--- src/rtl/assert_macros.svh ---
// assertion macros used by deadline_slot_timer_table
// clocked on aclk; ASSERT_PROP is disabled while aresetn is low; empty when SYNTHESIS is defined
`ifndef ASSERT_MACROS_SVH
`define ASSERT_MACROS_SVH
`ifndef SYNTHESIS
`define ASSERT_PROP(lbl, prop, msg) \
    lbl: assert property (@(posedge aclk) disable iff (!aresetn) prop) else $error(msg);
`define ASSERT_ALWAYS(lbl, prop, msg) \
    lbl: assert property (@(posedge aclk) prop) else $error(msg);
`else
`define ASSERT_PROP(lbl, prop, msg)
`define ASSERT_ALWAYS(lbl, prop, msg)
`endif
`endif

--- src/rtl/dstt_pkg.sv ---
// shared constants, codes and types of the deadline slot timer table
// no dependencies
`timescale 1ns / 1ps

package dstt_pkg;

    localparam int SLOT_COUNT = 8;
    localparam int IDX_W      = (SLOT_COUNT > 1) ? $clog2(SLOT_COUNT) : 1;
    localparam logic [IDX_W-1:0] LAST_IDX = IDX_W'(SLOT_COUNT - 1);

    localparam int TIME_W   = 48;
    localparam int MIN_W    = 20;
    localparam int DELAY_W  = 58;
    localparam int HANDLE_W = 24;
    localparam int GEN_W    = 16;
    localparam int CMD_W    = 3;
    localparam int STATUS_W = 3;

    localparam logic [TIME_W-1:0] EPOCH_RESET     = 48'd1672531200000;
    localparam logic [MIN_W-1:0]  MIN_DELAY_RESET = 20'd1000;

    localparam logic CFG_EPOCH     = 1'b0;
    localparam logic CFG_MIN_DELAY = 1'b1;

    localparam logic [CMD_W-1:0] CMD_REGISTER   = 3'd0;
    localparam logic [CMD_W-1:0] CMD_ARM        = 3'd1;
    localparam logic [CMD_W-1:0] CMD_CANCEL     = 3'd2;
    localparam logic [CMD_W-1:0] CMD_UNREGISTER = 3'd3;
    localparam logic [CMD_W-1:0] CMD_TICK       = 3'd4;
    localparam logic [CMD_W-1:0] CMD_TRUST      = 3'd5;
    localparam logic [CMD_W-1:0] CMD_ACK        = 3'd6;

    localparam logic [STATUS_W-1:0] ST_OK        = 3'd0;
    localparam logic [STATUS_W-1:0] ST_INVALID   = 3'd1;
    localparam logic [STATUS_W-1:0] ST_NOT_FOUND = 3'd2;
    localparam logic [STATUS_W-1:0] ST_NO_FREE   = 3'd3;
    localparam logic [STATUS_W-1:0] ST_PENDING   = 3'd4;

    localparam logic KIND_REPLY = 1'b0;
    localparam logic KIND_FIRE  = 1'b1;

    typedef enum logic [8:0] {
        S_IDLE  = 9'b000000001,
        S_EPOCH = 9'b000000010,
        S_CMD   = 9'b000000100,
        S_ALLOC = 9'b000001000,
        S_FIRE  = 9'b000010000,
        S_MIN   = 9'b000100000,
        S_DIFF  = 9'b001000000,
        S_MUL   = 9'b010000000,
        S_REPLY = 9'b100000000
    } state_t;

    typedef struct packed {
        logic              lt;
        logic [TIME_W-1:0] diff;
    } cmp_res_t;

    typedef struct packed {
        logic              gen_we;
        logic [GEN_W-1:0]  gen;
        logic              reg_we;
        logic              reg_val;
        logic              arm_we;
        logic              arm_val;
        logic              pend_we;
        logic              pend_val;
        logic              dl_we;
        logic [TIME_W-1:0] dl;
    } slot_wr_t;

endpackage

--- src/rtl/deadline_slot_timer_table.sv ---
// deadline slot timer table top level: slot state, sequencer, output register
// depends on dstt_pkg, dstt_cmp_unit and assert_macros.svh
`timescale 1ns / 1ps
//
//  channel   direction  handshake           payload
//  s_        in         s_valid / s_ready   cmd, handle, deadline_ms, now_ms
//  m_        out        m_valid / m_ready   kind, status, handle_out, timer_armed,
//                                           timer_delay_us, clock_trusted, last
//  cfg_      in         cfg_valid/cfg_ready cfg_index, cfg_data
//
//  a request runs the sequencer through its slot scans; the fire and earliest scans
//  use the shared compare unit, a register first runs a free slot search that stops at
//  the first hit, a tick/trust with a trusted clock adds a fire scan, output stalls hold it
//  s_ready is high only while the sequencer is idle; cfg_ready is always high
//  each fire event and the final reply wait for the output register to be free
//  synchronous active-low reset clears all slots, the trusted flag, state, index and m_valid

`include "assert_macros.svh"

module deadline_slot_timer_table
    import dstt_pkg::*;
(
    input  logic                aclk,
    input  logic                aresetn,

    input  logic                s_valid,
    output logic                s_ready,
    input  logic [CMD_W-1:0]    s_cmd,
    input  logic [HANDLE_W-1:0] s_handle,
    input  logic [TIME_W-1:0]   s_deadline_ms,
    input  logic [TIME_W-1:0]   s_now_ms,

    output logic                m_valid,
    input  logic                m_ready,
    output logic                m_kind,
    output logic [STATUS_W-1:0] m_status,
    output logic [HANDLE_W-1:0] m_handle_out,
    output logic                m_timer_armed,
    output logic [DELAY_W-1:0]  m_timer_delay_us,
    output logic                m_clock_trusted,
    output logic                m_last,

    input  logic                cfg_valid,
    output logic                cfg_ready,
    input  logic                cfg_index,
    input  logic [TIME_W-1:0]   cfg_data
);

    state_t state_reg, state_next;
    logic [IDX_W-1:0] idx_reg, idx_next;

    logic [CMD_W-1:0]    cmd_reg;
    logic [HANDLE_W-1:0] handle_reg;
    logic [TIME_W-1:0]   deadline_reg;
    logic [TIME_W-1:0]   now_reg;

    logic [TIME_W-1:0] epoch_reg;
    logic [MIN_W-1:0]  min_delay_reg;

    logic [GEN_W-1:0]      slot_gen_reg [SLOT_COUNT];
    logic [TIME_W-1:0]     slot_dl_reg  [SLOT_COUNT];
    logic [SLOT_COUNT-1:0] slot_registered_reg;
    logic [SLOT_COUNT-1:0] slot_armed_reg;
    logic [SLOT_COUNT-1:0] slot_pending_reg;
    logic                  trusted_flag_reg, trusted_flag_next;

    logic                now_ge_reg, now_ge_next;
    logic                clk_ok_reg, clk_ok_next;
    logic [STATUS_W-1:0] status_reg, status_next;
    logic [HANDLE_W-1:0] hout_reg, hout_next;
    logic [TIME_W-1:0]   earliest_reg, earliest_next;
    logic                found_reg, found_next;
    logic                future_reg, future_next;
    logic [TIME_W-1:0]   diff_reg, diff_next;
    logic [DELAY_W-1:0]  product_reg, product_next;

    logic                m_valid_reg;
    logic                m_kind_reg;
    logic [STATUS_W-1:0] m_status_reg;
    logic [HANDLE_W-1:0] m_handle_reg;
    logic                m_armed_reg;
    logic [DELAY_W-1:0]  m_delay_reg;
    logic                m_trusted_reg;
    logic                m_last_reg;

    logic                out_free;
    logic                out_load;
    logic                out_kind;
    logic [STATUS_W-1:0] out_status;
    logic [HANDLE_W-1:0] out_slot_handle;
    logic                out_armed;
    logic [DELAY_W-1:0]  out_delay;
    logic                out_clk_ok;
    logic                out_last;

    logic [TIME_W-1:0] cmp_a;
    logic [TIME_W-1:0] cmp_b;
    cmp_res_t          cmp;
    slot_wr_t          wr;

    logic [GEN_W-1:0]  cur_gen;
    logic [TIME_W-1:0] cur_dl;
    logic              cur_registered;
    logic              cur_armed;
    logic              cur_pending;
    logic              idx_last;
    logic [7:0]        h_low;
    logic [GEN_W-1:0]  h_gen;
    logic              low_ok;
    logic              hmatch;
    logic [GEN_W-1:0]  gen_inc;
    logic [HANDLE_W-1:0] cur_handle;
    logic [7:0]        s_low_m1;
    logic [DELAY_W-1:0] diff_ext;
    logic [DELAY_W-1:0] clamped;
    logic              accept;

    assign accept    = s_valid && s_ready;
    assign s_ready   = (state_reg == S_IDLE);
    assign cfg_ready = 1'b1;
    assign s_low_m1  = s_handle[7:0] - 8'd1;

    assign cur_gen        = slot_gen_reg[idx_reg];
    assign cur_dl         = slot_dl_reg[idx_reg];
    assign cur_registered = slot_registered_reg[idx_reg];
    assign cur_armed      = slot_armed_reg[idx_reg];
    assign cur_pending    = slot_pending_reg[idx_reg];
    assign idx_last       = (idx_reg == LAST_IDX);
    assign cur_handle     = {cur_gen, 8'(idx_reg) + 8'd1};

    assign h_low   = handle_reg[7:0];
    assign h_gen   = handle_reg[HANDLE_W-1:8];
    assign low_ok  = (h_low != 8'd0) && (h_low <= 8'(SLOT_COUNT));
    assign hmatch  = low_ok && (h_gen != '0) && (cur_gen == h_gen);
    assign gen_inc = (cur_gen == {GEN_W{1'b1}}) ? GEN_W'(1) : cur_gen + GEN_W'(1);

    assign out_free = !m_valid_reg || m_ready;
    assign diff_ext = {{(DELAY_W-TIME_W){1'b0}}, diff_reg};
    assign clamped  = (!future_reg || product_reg < DELAY_W'(min_delay_reg))
                    ? DELAY_W'(min_delay_reg) : product_reg;

    always_comb begin
        unique case (state_reg)
            S_EPOCH: begin
                cmp_a = now_reg;
                cmp_b = epoch_reg;
            end
            S_FIRE: begin
                cmp_a = now_reg;
                cmp_b = cur_dl;
            end
            S_MIN: begin
                cmp_a = cur_dl;
                cmp_b = earliest_reg;
            end
            default: begin
                cmp_a = now_reg;
                cmp_b = earliest_reg;
            end
        endcase
    end

    dstt_cmp_unit u_cmp (
        .op_a (cmp_a),
        .op_b (cmp_b),
        .res  (cmp)
    );

    always_comb begin
        state_next        = state_reg;
        idx_next          = idx_reg;
        trusted_flag_next = trusted_flag_reg;
        now_ge_next       = now_ge_reg;
        clk_ok_next       = clk_ok_reg;
        status_next       = status_reg;
        hout_next         = hout_reg;
        earliest_next     = earliest_reg;
        found_next        = found_reg;
        future_next       = future_reg;
        diff_next         = diff_reg;
        product_next      = product_reg;
        wr                = '0;
        out_load          = 1'b0;
        out_kind          = KIND_REPLY;
        out_status        = ST_OK;
        out_slot_handle   = '0;
        out_armed         = 1'b0;
        out_delay         = '0;
        out_clk_ok        = 1'b0;
        out_last          = 1'b0;

        unique case (state_reg)
            S_IDLE: begin
                if (accept) begin
                    idx_next   = s_low_m1[IDX_W-1:0];
                    status_next = ST_OK;
                    hout_next  = '0;
                    state_next = S_EPOCH;
                end
            end
            S_EPOCH: begin
                now_ge_next = !cmp.lt;
                state_next  = S_CMD;
            end
            S_CMD: begin
                clk_ok_next   = trusted_flag_reg && now_ge_reg;
                found_next    = 1'b0;
                earliest_next = '0;
                state_next    = S_MIN;
                idx_next      = '0;
                case (cmd_reg) inside
                    CMD_REGISTER: begin
                        state_next = S_ALLOC;
                    end
                    CMD_ARM: begin
                        if (deadline_reg == '0) begin
                            status_next = ST_INVALID;
                        end else if (!(hmatch && cur_registered)) begin
                            status_next = ST_NOT_FOUND;
                        end else begin
                            wr.dl_we   = 1'b1;
                            wr.dl      = deadline_reg;
                            wr.arm_we  = 1'b1;
                            wr.arm_val = 1'b1;
                        end
                    end
                    CMD_CANCEL: begin
                        if (!(hmatch && cur_registered)) begin
                            status_next = ST_NOT_FOUND;
                        end else begin
                            wr.dl_we  = 1'b1;
                            wr.arm_we = 1'b1;
                        end
                    end
                    CMD_UNREGISTER: begin
                        if (handle_reg == '0) begin
                            status_next = ST_INVALID;
                        end else if (!hmatch) begin
                            status_next = ST_NOT_FOUND;
                        end else begin
                            wr.reg_we   = cur_registered;
                            wr.arm_we   = cur_registered;
                            wr.dl_we    = cur_registered;
                            status_next = cur_pending ? ST_PENDING : ST_OK;
                        end
                    end
                    CMD_TICK, CMD_TRUST: begin
                        if (cmd_reg == CMD_TRUST && now_ge_reg) begin
                            trusted_flag_next = 1'b1;
                        end
                        clk_ok_next = (trusted_flag_reg || (cmd_reg == CMD_TRUST))
                                    && now_ge_reg;
                        if (clk_ok_next) begin
                            state_next = S_FIRE;
                        end
                    end
                    CMD_ACK: begin
                        if (!hmatch) begin
                            status_next = ST_NOT_FOUND;
                        end else begin
                            wr.pend_we = 1'b1;
                        end
                    end
                    default: begin
                        status_next = ST_INVALID;
                    end
                endcase
            end
            S_ALLOC: begin
                if (!cur_registered && !cur_pending) begin
                    wr.gen_we   = 1'b1;
                    wr.gen      = gen_inc;
                    wr.reg_we   = 1'b1;
                    wr.reg_val  = 1'b1;
                    wr.arm_we   = 1'b1;
                    wr.dl_we    = 1'b1;
                    hout_next   = {gen_inc, 8'(idx_reg) + 8'd1};
                    status_next = ST_OK;
                    idx_next    = '0;
                    state_next  = S_MIN;
                end else if (idx_last) begin
                    status_next = ST_NO_FREE;
                    idx_next    = '0;
                    state_next  = S_MIN;
                end else begin
                    idx_next = idx_reg + IDX_W'(1);
                end
            end
            S_FIRE: begin
                if (cur_registered && cur_armed && !cmp.lt) begin
                    if (out_free) begin
                        wr.arm_we       = 1'b1;
                        wr.pend_we      = 1'b1;
                        wr.pend_val     = 1'b1;
                        out_load        = 1'b1;
                        out_kind        = KIND_FIRE;
                        out_slot_handle = cur_handle;
                        out_clk_ok      = 1'b1;
                        idx_next        = idx_last ? '0 : idx_reg + IDX_W'(1);
                        state_next      = idx_last ? S_MIN : S_FIRE;
                    end
                end else begin
                    idx_next   = idx_last ? '0 : idx_reg + IDX_W'(1);
                    state_next = idx_last ? S_MIN : S_FIRE;
                end
            end
            S_MIN: begin
                if (cur_registered && cur_armed && (!found_reg || cmp.lt)) begin
                    earliest_next = cur_dl;
                end
                if (cur_registered && cur_armed) begin
                    found_next = 1'b1;
                end
                idx_next   = idx_last ? '0 : idx_reg + IDX_W'(1);
                state_next = idx_last ? S_DIFF : S_MIN;
            end
            S_DIFF: begin
                future_next = cmp.lt;
                diff_next   = cmp.diff;
                state_next  = S_MUL;
            end
            S_MUL: begin
                product_next = (diff_ext << 10) - (diff_ext << 4) - (diff_ext << 3);
                state_next   = S_REPLY;
            end
            S_REPLY: begin
                if (out_free) begin
                    out_load        = 1'b1;
                    out_kind        = KIND_REPLY;
                    out_status      = status_reg;
                    out_slot_handle = hout_reg;
                    out_armed       = clk_ok_reg && found_reg;
                    out_delay       = (clk_ok_reg && found_reg) ? clamped : '0;
                    out_clk_ok      = clk_ok_reg;
                    out_last        = 1'b1;
                    state_next      = S_IDLE;
                end
            end
            default: begin
                state_next = S_IDLE;
            end
        endcase
    end

    always_ff @(posedge aclk) begin
        if (!aresetn) begin
            state_reg           <= S_IDLE;
            idx_reg             <= '0;
            trusted_flag_reg    <= 1'b0;
            slot_registered_reg <= '0;
            slot_armed_reg      <= '0;
            slot_pending_reg    <= '0;
            epoch_reg           <= EPOCH_RESET;
            min_delay_reg       <= MIN_DELAY_RESET;
            m_valid_reg         <= 1'b0;
            for (int i = 0; i < SLOT_COUNT; i++) begin
                slot_gen_reg[i] <= '0;
                slot_dl_reg[i]  <= '0;
            end
        end else begin
            state_reg        <= state_next;
            idx_reg          <= idx_next;
            trusted_flag_reg <= trusted_flag_next;
            if (wr.gen_we) begin
                slot_gen_reg[idx_reg] <= wr.gen;
            end
            if (wr.dl_we) begin
                slot_dl_reg[idx_reg] <= wr.dl;
            end
            if (wr.reg_we) begin
                slot_registered_reg[idx_reg] <= wr.reg_val;
            end
            if (wr.arm_we) begin
                slot_armed_reg[idx_reg] <= wr.arm_val;
            end
            if (wr.pend_we) begin
                slot_pending_reg[idx_reg] <= wr.pend_val;
            end
            if (cfg_valid && cfg_ready) begin
                unique case (cfg_index)
                    CFG_EPOCH:     epoch_reg     <= cfg_data;
                    CFG_MIN_DELAY: min_delay_reg <= cfg_data[MIN_W-1:0];
                    default:       epoch_reg     <= epoch_reg;
                endcase
            end
            if (out_load) begin
                m_valid_reg <= 1'b1;
            end else if (m_ready) begin
                m_valid_reg <= 1'b0;
            end
        end
    end

    always_ff @(posedge aclk) begin
        if (accept) begin
            cmd_reg      <= s_cmd;
            handle_reg   <= s_handle;
            deadline_reg <= s_deadline_ms;
            now_reg      <= s_now_ms;
        end
        now_ge_reg   <= now_ge_next;
        clk_ok_reg   <= clk_ok_next;
        status_reg   <= status_next;
        hout_reg     <= hout_next;
        earliest_reg <= earliest_next;
        found_reg    <= found_next;
        future_reg   <= future_next;
        diff_reg     <= diff_next;
        product_reg  <= product_next;
        if (out_load) begin
            m_kind_reg    <= out_kind;
            m_status_reg  <= out_status;
            m_handle_reg  <= out_slot_handle;
            m_armed_reg   <= out_armed;
            m_delay_reg   <= out_delay;
            m_trusted_reg <= out_clk_ok;
            m_last_reg    <= out_last;
        end
    end

    assign m_valid          = m_valid_reg;
    assign m_kind           = m_kind_reg;
    assign m_status         = m_status_reg;
    assign m_handle_out     = m_handle_reg;
    assign m_timer_armed    = m_armed_reg;
    assign m_timer_delay_us = m_delay_reg;
    assign m_clock_trusted  = m_trusted_reg;
    assign m_last           = m_last_reg;

    `ASSERT_PROP(a_last_is_reply, m_valid |-> (m_last == (m_kind == KIND_REPLY)), "last must mark the reply")
    `ASSERT_PROP(a_fire_trusted, (m_valid && m_kind == KIND_FIRE) |-> (m_clock_trusted && !m_timer_armed), "fire event without trusted clock")
    `ASSERT_PROP(a_armed_registered, (slot_armed_reg & ~slot_registered_reg) == '0, "armed slot not registered")
    `ASSERT_PROP(a_accept_busy, accept |=> (state_reg == S_EPOCH && !s_ready), "sequencer did not start")

endmodule

--- src/rtl/dstt_cmp_unit.sv ---
// shared 48-bit compare and subtract unit: lt = a < b, diff = b - a
// depends on dstt_pkg
`timescale 1ns / 1ps

module dstt_cmp_unit
    import dstt_pkg::*;
(
    input  logic [TIME_W-1:0] op_a,
    input  logic [TIME_W-1:0] op_b,
    output cmp_res_t          res
);

    always_comb begin
        res.lt   = op_a < op_b;
        res.diff = op_b - op_a;
    end

endmodule
--- config.mk ---
export PLATFORM = sky130hd
export DESIGN_NAME = deadline_slot_timer_table
export DESIGN_NICKNAME = d
export VERILOG_FILES = /design/src/rtl/dstt_pkg.sv /design/src/rtl/deadline_slot_timer_table.sv /design/src/rtl/dstt_cmp_unit.sv
export VERILOG_INCLUDE_DIRS = /design/src /design/src/rtl
export SDC_FILE = /design/constraint.sdc
export NUM_CORES = 2
export LEC_CHECK = 0
export ABC_AREA = 1
export BUFFER_PORTS_ARGS = -buffer_cell sky130_fd_sc_hd__clkbuf_2
export CAP_MARGIN = 20
export CORE_ASPECT_RATIO = 2
export CORE_MARGIN = 2
export CORE_UTILIZATION = 40
export DETAILED_ROUTE_END_ITERATION = 7
export SLEW_MARGIN = 20
export SYNTH_ARGS = -nofsm -noshare
export SYNTH_HDL_FRONTEND = slang
export SYNTH_SLANG_ARGS = --single-unit
--- constraint.sdc ---
create_clock -name aclk -period 7.95 [get_ports aclk]
set_input_delay 1.1925 -clock aclk [delete_from_list [all_inputs] [get_ports aclk]]
set_output_delay 1.1925 -clock aclk [all_outputs]
set_load 0.05 [all_outputs]
==> metrics.md <==
| Metric | Value |
|---|---|
| Outcome | finished, final reports clean |
| Largest net degree at the start of global routing | 176 |
| Die Ht | 502 µm |
| Largest register FFs | 384 |
| Gr usage total | 22.8% |
| DR vias/cell | 5.38 |
| Number of setup violations in the final report | 0 |
| YS warnings | 0 |
| Leading area contributor after synthesis | edfxtp_1 |
| Number of synthesized flops with an enable pin | 898 |
| MaxCap Viol Count | 0 |
| I/O pin count | 269 |
| Rows | 182 |
| Post-Route WL | 146 mm |
| Most instantiated library cell after synthesis | nor2_1 |
| Starting Density | 40.3% |
| RSZ-0062 raised after global routing | no |
| TritonCTS Buffers | 95 |
| Leak | 21.7 nW |
| Clock skew | 0.0306 ns |
| IO Port Bufs | 263 |
| DR WL/cell | 20.8 µm |
| Seq/Total Area, Yosys | 58.8% |
| Drc violations | 0 |
| Fill cells | 11,800 |
| Via count | 37,600 |
| 1st-pass router iterations | 5 |
| CP endpoint kind | flop |
| Postcts setup bufs | 0 |
| Synth top area cells | edfxtp_1, nor2_1, nand2_1 |
| CTS hold repair buffers | 0 |
| DP Cell Count | 6,801 |
| Netlist Area Pre-Place | 49,600 µm² |
| P per Cell Area | 288 nW/µm² |
| Routability cong. | 0.946 |
| Final hold vios | 0 |
| Wire length of the first global-routing pass | 220 mm |
| Number of global-route vias before repair | 37,300 |
| Setup CP Type | reg -> reg |
| Synth Flop Type | edfxtp_1 |
| Async SR Flop Fraction | 0% |
| Worst slew pin tran | 1.02 ns |
| Slew Limit Headroom | 31.9% |
| Post-route setup TNS | 0 ns |
| Clk sinks | 1,007 |
| Share of layout cells above drive strength 1 | 10.4% |
| HPWL after DPL | 99.6 mm |
| GRT overflow | 0 |
| Final non-filler cell total | 6,980 |
| Fin crit share | 75.1% |
| WP data arrival | 6.36 ns |
| Worst VDD drop | 239 µV |
| CTS max path bufs | 3 |
| Clock tree from TritonCTS | built |
| Chip width | 253 µm |
| Syn_area_per_cell | 9.62 µm² |
| Top-area cell type share of the netlist area | 54.4% |
| Synth cell count leaders | nor2_1, nand2_1, edfxtp_1 |
| Fmax | 0.168 GHz |
| Crit path time final | 5.97 ns |
| Die area | 127,000 µm² |
| Min Hold Slack | 0.460 ns |
| Seq cells post-synth | 1,007 |
| Nets | 5,683 |
| Util after Layout | 45.3% |
| Core area | 123,000 µm² |
| Synth cell types | 57 |
| Antenna violations before repair | 1 |
| Clock-pin slew on the worst setup and hold paths | 0.07 ns |
| Post_cts resized | 0 |
| HP Class | reg -> reg |
| Clock Root Buffer | clkbuf_16 |
| Worst endpoint required time | 8.34 ns |
| Peak fanout along the critical path | 48 |
| Clock Latency Late Sink | 0.73 ns |
| Remaining antenna violation count | 0 |
| Area Growth Syn to Fin | 12.3% |
| Post-Synthesis Cells | 5,156 |
| # H-tree levels | 3 |
| Startpoint types | flop |
| Max Slew Vio Count | 0 |
| DR iter-0 viols | 3,057 |
[worst max-delay path, stage by stage (launching register included)]
cell     delay, ns
dfxtp_1       0.32
nor2_1        0.14
inv_1         0.07
nor3_1        0.12
inv_1         0.07
nor2_1        0.22
nand4_1       0.80
buf_4         0.52
nor2_1        0.20
a21oi_1       0.07
ha_1          0.41
nand2_1       0.13
nor2_1        0.19
nand2_1       0.10
nor4b_1       0.65
nand3_1       0.14
nand2_1       0.39
nand3_1       0.22
nand2_4       0.47
buf_12        0.31
[per-layer routing]
| layer | share of wire, % | track usage, % | vias to the layer above |
|---|---|---|---|
| li1 | - | - | 17800 |
| met1 | 39 | 27.2 | 18100 |
| met2 | 51 | 41.1 | 1379 |
| met3 | 6.1 | 2.68 | 292 |
| met4 | 3.7 | 9.52 | 0 |
| met5 | 0 | 0 | - |
[area by class of cell]
cell class / count / area [µm²] / area share (%)
Clock inverter: 51 / 634 / 1.14
Sequential cell: 1007 / 29200 / 52.4
Tap cell: 1564 / 1960 / 3.51
Antenna cell: 1 / 2.50 / 0.00449
Timing Repair Buffer: 304 / 1700 / 3.06
Inverter: 422 / 1600 / 2.88
Clock buffer: 127 / 2600 / 4.67
Multi-Input combinational cell: 3504 / 18000 / 32.4
[logic make-up after synthesis]
logic type	Yosys count	synth area share, %
adder cells (fa/ha/maj)	172	4.97
buffers and inverters	648	5.21
AND/OR/NAND/NOR	2365	19.5
flip-flops	1007	58.8
other	2	0.0151
XOR/XNOR	106	1.87
AO/OA/AOI/OAI	856	9.64
[path summary, 6_finish.rpt]
path	start	endpoint	slack [ns]	depth (start not counted)
setup / recovery	state_reg[2]	m_timer_delay_us[48]	1.98	19
hold / removal	epoch_reg[40]	epoch_reg[40]	0.46	2
setup reg to reg	state_reg[2]	m_timer_delay_us[48]	1.98	19
hold reg to reg	epoch_reg[40]	epoch_reg[40]	0.46	2
[cell usage in the layout (no fill, tap or decap), types with 38 or more instances in the layout]
master,netlist,layout
nand3_1,258,250
nor2_1,984,980
inv_1,405,401
o21ai_0,228,228
clkbuf_2,0,262
ha_1,130,130
xor2_1,68,68
clkbuf_16,0,97
edfxtp_1,898,898
dfxtp_1,109,107
a21oi_1,414,414
nand2_1,964,954
nand2_2,39,40
a22oi_1,45,45
o211ai_1,53,53
xnor2_1,38,38
fa_1,42,42
[power breakdown]
group / internal (mW) / leakage (nW) / switching (mW)
clock: 2.64 / 1.55 / 2.13
sequential: 6.26 / 9.67 / 0.264
combinational: 1.27 / 10.4 / 3.48
[stage by stage]
stage	setup WS [ns]	power [mW]	instance area (µm²)
global placement	2.01	11.3	52400
CTS	1.95	16.1	55700
finish	1.98	16.0	55700
detailed placement	1.98	11.4	52400
floorplan	1.03	9.67	49600
global route	1.48	16.8	55700
Note: power is estimated with default switching activity, not from simulation.
